### config.mk
export PLATFORM = sky130hd
export DESIGN_NAME = keypad_matrix_debounce_actions_core
export DESIGN_NICKNAME = d
export VERILOG_FILES = /design/src/sv/kmda_pkg.sv /design/src/sv/keypad_matrix_debounce_actions_core.sv
export VERILOG_INCLUDE_DIRS = /design/src /design/src/sv
export SDC_FILE = /design/constraint.sdc
export NUM_CORES = 1
export LEC_CHECK = 0
export BUFFER_PORTS_ARGS = -buffer_cell sky130_fd_sc_hd__buf_2
export CAP_MARGIN = 25
export CORE_MARGIN = 10
export CORE_UTILIZATION = 35
export DETAILED_ROUTE_END_ITERATION = 16
export SETUP_SLACK_MARGIN = 0.02
export SYNTH_ARGS = -nofsm -noshare
export SYNTH_HDL_FRONTEND = slang
export SYNTH_SLANG_ARGS = --single-unit
### constraint.sdc
create_clock -name clk -period 16.17 [get_ports clk]
set_input_delay 3.234 -clock clk [delete_from_list [all_inputs] [get_ports clk]]
set_output_delay 3.234 -clock clk [all_outputs]
set_load 0.02 [all_outputs]
### src/sv/keypad_matrix_debounce_actions_core_defines.svh
// Assertion macros for the keypad matrix scanner core.
// No dependencies; included by the top level. Each macro expects clk and rst_n in scope.
`ifndef KEYPAD_MATRIX_DEBOUNCE_ACTIONS_CORE_DEFINES_SVH
`define KEYPAD_MATRIX_DEBOUNCE_ACTIONS_CORE_DEFINES_SVH

// Same-cycle implication, checked on every rising edge out of reset.
`define KMDA_ASSERT_NOW(label, ante, cons, msg) \
  label: assert property (@(posedge clk) disable iff (!rst_n) (ante) |-> (cons)) \
    else $error(msg);

// Next-cycle implication.
`define KMDA_ASSERT_NEXT(label, ante, cons, msg) \
  label: assert property (@(posedge clk) disable iff (!rst_n) (ante) |=> (cons)) \
    else $error(msg);

`endif

### src/sv/kmda_pkg.sv
// Shared types and constants for the keypad matrix scanner core.
// No dependencies; imported by keypad_matrix_debounce_actions_core.
`default_nettype none

package kmda_pkg;

  localparam int ROWS  = 5;
  localparam int COLS  = 4;
  localparam int MAP_W = ROWS * COLS;

  localparam int ROW_W  = 3;
  localparam int COL_W  = 4;
  localparam int SLOT_W = 5;

  localparam int VIEW_SLOTS = 5;
  localparam int NOTE_SLOTS = 12;
  localparam int CTRL_SLOTS = 3;

  localparam int DEB_W  = 8;
  localparam int VIEW_W = VIEW_SLOTS * SLOT_W;
  localparam int NOTE_W = NOTE_SLOTS * SLOT_W;
  localparam int CTRL_W = CTRL_SLOTS * SLOT_W;

  localparam int CFG_IDX_W  = 2;
  localparam int CFG_DATA_W = NOTE_W;

  localparam logic [DEB_W-1:0] DEBOUNCE_RST = 8'd10;
  localparam logic [DEB_W-1:0] STABLE_MAX   = 8'd255;

  localparam int IN_TDATA_W  = 8;
  localparam int OUT_TDATA_W = 48;

  localparam logic [SLOT_W-1:0] OCT_UP   = 5'd1;
  localparam logic [SLOT_W-1:0] OCT_DOWN = 5'h1f;  // -1 in two's complement

  // control slot positions
  localparam int CTRL_PLAY = 0;
  localparam int CTRL_OUP  = 1;
  localparam int CTRL_ODN  = 2;

  typedef enum logic {
    KIND_TICK = 1'b0,
    KIND_ROW  = 1'b1
  } in_kind_t;

  typedef enum logic [2:0] {
    ACT_NONE     = 3'd0,
    ACT_VIEW     = 3'd1,
    ACT_NOTE_OFF = 3'd2,
    ACT_PLAY     = 3'd3,
    ACT_OCTAVE   = 3'd4,
    ACT_NOTE_ON  = 3'd5
  } action_kind_t;

  typedef enum logic [CFG_IDX_W-1:0] {
    CFG_DEBOUNCE = 2'd0,
    CFG_VIEW     = 2'd1,
    CFG_NOTE     = 2'd2,
    CFG_CONTROL  = 2'd3
  } cfg_reg_t;

  typedef struct packed {
    action_kind_t      kind;
    logic [SLOT_W-1:0] value;
    logic [MAP_W-1:0]  pressed;
    logic [MAP_W-1:0]  released;
  } result_t;

  // True when the key named by idx is set in edges; indices past the matrix never hit.
  function automatic logic key_hit(input logic [MAP_W-1:0] edges,
                                   input logic [SLOT_W-1:0] idx);
    logic hit;
    hit = 1'b0;
    for (int k = 0; k < MAP_W; k++) begin
      if (32'(idx) == k) begin
        hit = edges[k];
      end
    end
    return hit;
  endfunction

endpackage

`default_nettype wire

### src/sv/keypad_matrix_debounce_actions_core.sv
// Keypad matrix scanner core: map assembly, debounce, edge detect, action pick.
// Depends on kmda_pkg and keypad_matrix_debounce_actions_core_defines.svh.
`default_nettype none

//  channel | direction | handshake           | payload
//  --------+-----------+---------------------+-------------------------------------------
//  in_     | in        | in_tvalid/in_tready | tuser: kind; tdata: row, column levels
//  out_    | out       | out_tvalid/tready   | tuser: action kind; tdata: value, edges
//  cfg_    | in        | cfg_wr_en           | cfg_index, cfg_wdata (no read-back)
//
// One transaction per cycle while in_tready is high, handled in the cycle it is
// accepted; a result (if any) is registered in the output register, else the skid one.
// A two-entry output buffer (output register plus skid register) lets input keep
// flowing while a result waits; in_tready drops only when both entries are full.
// rst_n is synchronous, active low: resets maps, stable counter, config regs and buffers.

`include "keypad_matrix_debounce_actions_core_defines.svh"

module keypad_matrix_debounce_actions_core
  import kmda_pkg::*;
(
  input  wire logic                   clk,
  input  wire logic                   rst_n,

  input  wire logic                   in_tvalid,
  output logic                        in_tready,
  input  wire logic                   in_tuser,    // [0] kind
  input  wire logic [IN_TDATA_W-1:0]  in_tdata,    // [2:0] row_index, [6:3] column_levels

  output logic                        out_tvalid,
  input  wire logic                   out_tready,
  output logic [2:0]                  out_tuser,   // [2:0] action_kind
  output logic [OUT_TDATA_W-1:0]      out_tdata,   // [4:0] action_value,
                                                   // [24:5] pressed_edges,
                                                   // [44:25] released_edges

  input  wire logic                   cfg_wr_en,
  input  wire logic [CFG_IDX_W-1:0]   cfg_index,
  input  wire logic [CFG_DATA_W-1:0]  cfg_wdata
);

  // ---------------------------------------------------------------- config
  logic [DEB_W-1:0]  debounce_r;
  logic [VIEW_W-1:0] view_slots_r;
  logic [NOTE_W-1:0] note_slots_r;
  logic [CTRL_W-1:0] ctrl_slots_r;

  always_ff @(posedge clk) begin
    if (!rst_n) begin
      debounce_r   <= DEBOUNCE_RST;
      view_slots_r <= '0;
      note_slots_r <= '0;
      ctrl_slots_r <= '0;
    end else if (cfg_wr_en) begin
      case (cfg_reg_t'(cfg_index))
        CFG_DEBOUNCE: debounce_r   <= cfg_wdata[DEB_W-1:0];
        CFG_VIEW:     view_slots_r <= cfg_wdata[VIEW_W-1:0];
        CFG_NOTE:     note_slots_r <= cfg_wdata[NOTE_W-1:0];
        CFG_CONTROL:  ctrl_slots_r <= cfg_wdata[CTRL_W-1:0];
        default: ;
      endcase
    end
  end

  // ---------------------------------------------------------------- state
  logic [MAP_W-1:0] scan_map_r, scan_map_nxt;
  logic [MAP_W-1:0] prev_map_r, prev_map_nxt;
  logic [MAP_W-1:0] valid_map_r, valid_map_nxt;
  logic [DEB_W-1:0] stable_r, stable_nxt;

  logic             in_acc;
  logic             is_tick;
  logic [ROW_W-1:0] row;
  logic [COL_W-1:0] levels;
  logic             row_ok;
  logic             scan_done;     // accepted sample of the last row
  logic             map_same;
  logic             map_settled;
  logic [MAP_W-1:0] down_edges;
  logic [MAP_W-1:0] up_edges;

  assign in_acc  = in_tvalid & in_tready;
  assign is_tick = (in_kind_t'(in_tuser) == KIND_TICK);
  assign row     = in_tdata[ROW_W-1:0];
  assign levels  = in_tdata[ROW_W +: COL_W];
  assign row_ok  = (32'(row) < ROWS);

  // map being assembled, including this sample
  always_comb begin
    scan_map_nxt = (32'(row) == 0) ? '0 : scan_map_r;
    for (int r = 0; r < ROWS; r++) begin
      for (int j = 0; j < COLS; j++) begin
        if (32'(row) == r && !levels[j]) begin
          scan_map_nxt[r*COLS + j] = 1'b1;
        end
      end
    end
  end

  assign scan_done   = in_acc && !is_tick && (32'(row) == ROWS - 1);
  assign map_same    = (scan_map_nxt == prev_map_r);
  assign map_settled = map_same && (stable_r >= debounce_r);

  // edges exist only while the assembled map is settled; otherwise both are zero
  assign down_edges = map_settled ? (scan_map_nxt & ~valid_map_r) : '0;
  assign up_edges   = map_settled ? (~scan_map_nxt & valid_map_r) : '0;

  always_comb begin
    stable_nxt    = stable_r;
    prev_map_nxt  = prev_map_r;
    valid_map_nxt = valid_map_r;
    if (in_acc && is_tick) begin
      if (stable_r != STABLE_MAX) begin
        stable_nxt = stable_r + 1'b1;
      end
    end
    if (scan_done) begin
      prev_map_nxt = scan_map_nxt;
      if (!map_same) begin
        stable_nxt = '0;
      end
      if (map_settled) begin
        valid_map_nxt = scan_map_nxt;
      end
    end
  end

  always_ff @(posedge clk) begin
    if (!rst_n) begin
      scan_map_r  <= '0;
      prev_map_r  <= '0;
      valid_map_r <= '0;
      stable_r    <= '0;
    end else begin
      if (in_acc && !is_tick && row_ok) begin
        scan_map_r <= scan_map_nxt;
      end
      prev_map_r  <= prev_map_nxt;
      valid_map_r <= valid_map_nxt;
      stable_r    <= stable_nxt;
    end
  end

  // ---------------------------------------------------------------- action pick
  // Later matches overwrite earlier ones; play leaves the value untouched.
  action_kind_t      act_kind;
  logic [SLOT_W-1:0] act_val;

  always_comb begin
    act_kind = ACT_NONE;
    act_val  = '0;
    if (|up_edges) begin
      for (int i = 0; i < VIEW_SLOTS; i++) begin
        if (key_hit(up_edges, view_slots_r[i*SLOT_W +: SLOT_W])) begin
          act_kind = ACT_VIEW;
          act_val  = SLOT_W'(i);
        end
      end
      for (int i = 0; i < NOTE_SLOTS; i++) begin
        if (key_hit(up_edges, note_slots_r[i*SLOT_W +: SLOT_W])) begin
          act_kind = ACT_NOTE_OFF;
          act_val  = SLOT_W'(i);
        end
      end
      if (key_hit(up_edges, ctrl_slots_r[CTRL_PLAY*SLOT_W +: SLOT_W])) begin
        act_kind = ACT_PLAY;
      end
      if (key_hit(up_edges, ctrl_slots_r[CTRL_OUP*SLOT_W +: SLOT_W])) begin
        act_kind = ACT_OCTAVE;
        act_val  = OCT_UP;
      end
      if (key_hit(up_edges, ctrl_slots_r[CTRL_ODN*SLOT_W +: SLOT_W])) begin
        act_kind = ACT_OCTAVE;
        act_val  = OCT_DOWN;
      end
    end
    if (|down_edges) begin
      for (int i = 0; i < NOTE_SLOTS; i++) begin
        if (key_hit(down_edges, note_slots_r[i*SLOT_W +: SLOT_W])) begin
          act_kind = ACT_NOTE_ON;
          act_val  = SLOT_W'(i);
        end
      end
    end
  end

  result_t res_now;
  assign res_now = '{kind: act_kind, value: act_val,
                     pressed: down_edges, released: up_edges};

  // ---------------------------------------------------------------- output buffer
  logic    out_valid_r, out_valid_nxt;
  logic    skid_valid_r, skid_valid_nxt;
  result_t out_r, out_nxt;
  result_t skid_r, skid_nxt;
  logic    out_free;

  assign in_tready = !skid_valid_r;
  assign out_free  = !out_valid_r || out_tready;

  always_comb begin
    out_valid_nxt  = out_valid_r;
    skid_valid_nxt = skid_valid_r;
    out_nxt        = out_r;
    skid_nxt       = skid_r;
    if (out_free) begin
      if (skid_valid_r) begin
        // no transaction can arrive while the skid entry is full
        out_nxt        = skid_r;
        out_valid_nxt  = 1'b1;
        skid_valid_nxt = 1'b0;
      end else if (scan_done) begin
        out_nxt       = res_now;
        out_valid_nxt = 1'b1;
      end else begin
        out_valid_nxt = 1'b0;
      end
    end else if (scan_done) begin
      skid_nxt       = res_now;
      skid_valid_nxt = 1'b1;
    end
  end

  always_ff @(posedge clk) begin
    if (!rst_n) begin
      out_valid_r  <= 1'b0;
      skid_valid_r <= 1'b0;
    end else begin
      out_valid_r  <= out_valid_nxt;
      skid_valid_r <= skid_valid_nxt;
    end
  end

  always_ff @(posedge clk) begin
    out_r  <= out_nxt;
    skid_r <= skid_nxt;
  end

  assign out_tvalid = out_valid_r;
  assign out_tuser  = out_r.kind;
  assign out_tdata  = {{(OUT_TDATA_W - SLOT_W - 2*MAP_W){1'b0}},
                       out_r.released, out_r.pressed, out_r.value};

  // ---------------------------------------------------------------- checks
  `KMDA_ASSERT_NOW(a_skid_behind_out, skid_valid_r, out_valid_r, "skid full with output empty")
  `KMDA_ASSERT_NEXT(a_scan_gives_result, scan_done, out_valid_r, "completed scan left no result")
  `KMDA_ASSERT_NOW(a_edges_disjoint, out_valid_r, (out_r.pressed & out_r.released) == '0, "key both pressed and released")
  `KMDA_ASSERT_NEXT(a_valid_map_hold, !map_settled || !scan_done, $stable(valid_map_r), "valid map moved without a settled scan")

endmodule

`default_nettype wire

==> impl_metrics.env <==
export IMPL_layout_common_cells="536 x nand2_1, 283 x nor2_1, 217 x o21ai_0"
export IMPL_start_util_pct=35.2
export IMPL_io_pins=129
export IMPL_numCtsBuffers=31
export IMPL_holdPathStages=2
export IMPL_grt_use_total_pct=27.1
export IMPL_holdPathEnd="note_slots_r[51]"
export IMPL_synthCells=3023
export IMPL_leakagePower_nw=7.94
export IMPL_grt_pass1_vias=21400
export IMPL_reg2reg_to="out_tdata[0]"
export IMPL_fin_crit_sh_pct=63.0
export IMPL_synth_compound_area_share_pct=28.6
export IMPL_min_from="note_slots_r[51]"
export IMPL_synth_xor_area_share_pct=0.445
export IMPL_placement_io_buffers=124
export IMPL_relSlewSlack_pct=20.3
export IMPL_drive_gt1_share_pct=11.6
export IMPL_worstPathArrival_ns=10.50
export IMPL_seq_area_frac_synth_pct=29.8
export IMPL_wire_per_inst_um=26.7
export IMPL_slew_viol_final=0
export IMPL_syn_to_final_growth_pct=10.5
export IMPL_finalHoldViolCount=0
export IMPL_cts_hold_buf=0
export IMPL_ys_dominant_reg_cell="dfxtp_1"
export IMPL_power_density_mw_per_mm2=71.6
export IMPL_drc_errors=0
export IMPL_nNetsFinal=3081
export IMPL_regToRegSetupSlack_ns=9.30
export IMPL_fmax_mhz=98.1
export IMPL_ant_nets=0
export IMPL_dpl_hpwl_mm=70.8
export IMPL_synth_avg_cell_area_um2=7.16
export IMPL_core_area_mm2=0.0615
export IMPL_clk_pin_slew_ns=0.06
export IMPL_rsz0062_at_grt="no"
export IMPL_synth_distinct_cells=102
export IMPL_dr_first_iter_drc_count=3771
export IMPL_drt_pass1_iter_count=6
export IMPL_cts_resized=0
export IMPL_grt_pass1_wl_mm=147
export IMPL_vias=24200
export IMPL_mostFrequentLayoutCell="nand2_1"
export IMPL_skew_ns=0.0477
export IMPL_synth_simple_area_share_pct=31.2
export IMPL_clock_path_buffers=3
export IMPL_period_minus_slack_ns=10.19
export IMPL_die_area_mm2=0.0722
export IMPL_postPlaceCellArea_mm2=0.0228
export IMPL_worst_setup_path_start_kind="primary input"
export IMPL_synth_top_family_by_area="simple AND/OR/NAND/NOR gates"
export IMPL_antenna_found_initial=10
export IMPL_status="finished, final reports clean"
export IMPL_synthArstFlopShare_pct=0
export IMPL_grt_overflow=0
export IMPL_synth_area_mm2=0.0216
export IMPL_final_cell_area_mm2=0.0239
export IMPL_required_ns=16.48
export IMPL_synth_adder_area_share_pct=0.520
export IMPL_place_congestion=1.06
export IMPL_muxShareOfSynthArea_pct=3.20
export IMPL_cap_viol_max_count=0
export IMPL_clock_latency_ns=0.62
export IMPL_vias_per_cell=6.35
export IMPL_reg2reg_from="prev_map_r[18]"
export IMPL_htree_levels=1
export IMPL_postCtsSetupBuffers=0
export IMPL_grt_max_degree=90
export IMPL_setup_violations=0
export IMPL_synth_warning_count=0
export IMPL_cts_sinks=274
export IMPL_cts_root_buf="clkbuf_16"
export IMPL_finalSetupTns_ns=0
export IMPL_worstSetupPathType="in2reg"
export IMPL_synth_edf_count=96
export IMPL_ir_drop_mv=0.0828
export IMPL_die_w_um=269
export IMPL_worstPathMaxFanout=46
export IMPL_wl_mm=102
export IMPL_die_height_um=269
export IMPL_cp_end_kind="flip-flop"
export IMPL_cts_tree="built"
export IMPL_tightest_slew_ns=1.19
export IMPL_hp_class="reg2reg"
export IMPL_ys_ff_latch=274
export IMPL_rows=91
export IMPL_ff2ff_path_depth=17
## per-stage QoR
step	hold slack, ns	instances	utilization [%]	total power, W	setup slack (ns)
5_1_grt	0.520	3811	38.9	0.00177	5.94
4_1_cts	0.469	3805	38.8	0.00172	6.44
2_1_floorplan	0.463	3025	-	0.000892	8.71
3_5_place_dp	0.460	3748	37.1	0.000967	5.82
3_3_place_gp	0.454	3746	37.0	0.000967	5.80
6_report	0.465	3815	38.9	0.00171	5.98
## critical path, cell delays in order
cell and delay (ns):
buf_2 0.28, or3_1 0.87, o21ai_1 0.55, o221ai_1 0.23, or4_1 0.69, or3_4 0.68, nor2_4 0.58, buf_4 0.68
nand2_1 0.38, inv_2 0.31, nand2_1 0.07, o21ai_0 0.09, a21oi_1 0.10, o221ai_1 0.67, a21oi_1 0.12, or4_1 0.54
a221oi_2 0.30, o31ai_2 0.10
## worst max path at each step
stage | startpoint | to | slack [ns] | cells past startpoint
2_1_floorplan | in_tdata[0] | out_tdata[0] | 8.71 | 21
3_3_place_gp | in_tdata[1] | out_tdata[0] | 5.80 | 18
3_5_place_dp | in_tdata[1] | out_tdata[0] | 5.82 | 18
4_1_cts | in_tdata[1] | out_tdata[0] | 6.44 | 18
5_1_grt | in_tdata[1] | out_tdata[0] | 5.94 | 18
6_report | in_tdata[1] | out_tdata[0] | 5.98 | 18
## cells in the mapped netlist (all sizes together) (19+ instances only)
cell	count	share of area, %
nor2	286	5.0
o21a	19	0.66
and3	27	0.78
o31ai	41	1.4
a22oi	21	0.73
or2	30	0.87
and2	78	2.3
nand3	81	1.9
buf	43	1.2
dfxtp	178	16
clkbuf	222	3.9
nand4	30	0.87
nor3	113	2.8
inv	64	1.1
o21ai	232	5.4
mux4	20	2.1
nor3b	22	0.76
nor4	47	1.5
nor2b	41	1.2
a21oi	187	4.3
nand2b	45	1.3
a21boi	106	3.7
o32ai	20	0.81
a31oi	48	1.4
o22ai	42	1.2
nand2	536	9.3
a211oi	25	0.87
o211ai	38	1.3
edfxtp	96	13
or3	20	0.60
## cell type report
type | count | area (µm²)
fill | 6431 | 37600
clock buffer | 32 | 779
sequential | 274 | 6450
clock inverter | 25 | 273
antenna | 5 | 12.5
inverter | 70 | 263
timing repair buffer | 203 | 1240
tap | 790 | 988
multi-input combinational | 2416 | 13900
## report_power, final
part | internal (W) | leakage [nW] | switching (W)
Combinational | 0.0000694 | 5.15 | 0.000143
Clock | 0.000431 | 0.511 | 0.000320
Sequential | 0.000722 | 2.28 | 0.0000272
Total | 0.00122 | 7.94 | 0.000490
## routing by layer
layer	vias to the layer above	global-route usage, %	routed length (µm)
li1	11000	-	-
met3	382	7.72	13600
met5	-	0.484	147
met2	1589	38.5	40900
met1	11300	36.0	40500
met4	16	15.8	6760
## flip-flops by register name (all words and copies together), names as in the netlist
register and flops:
ctrl_slots_r 15, debounce_r 8, note_slots_r 60, out_tdata 45, out_tuser 3, out_tvalid 1, prev_map_r 20, scan_map_r 20
skid_r 48, skid_valid_r 1, stable_r 8, valid_map_r 20, view_slots_r 25
## cell families (layout without fill, tap and decap cells)
logic type	Yosys count	after routing
simple gates	1411	1411
compound gates	939	939
buf+inv	335	330
flops	274	274
mux	43	43
xor+xnor	11	11
fa+ha+maj	9	9
other cells	1	8
No activity file was read; power rests on OpenSTA's default activity.
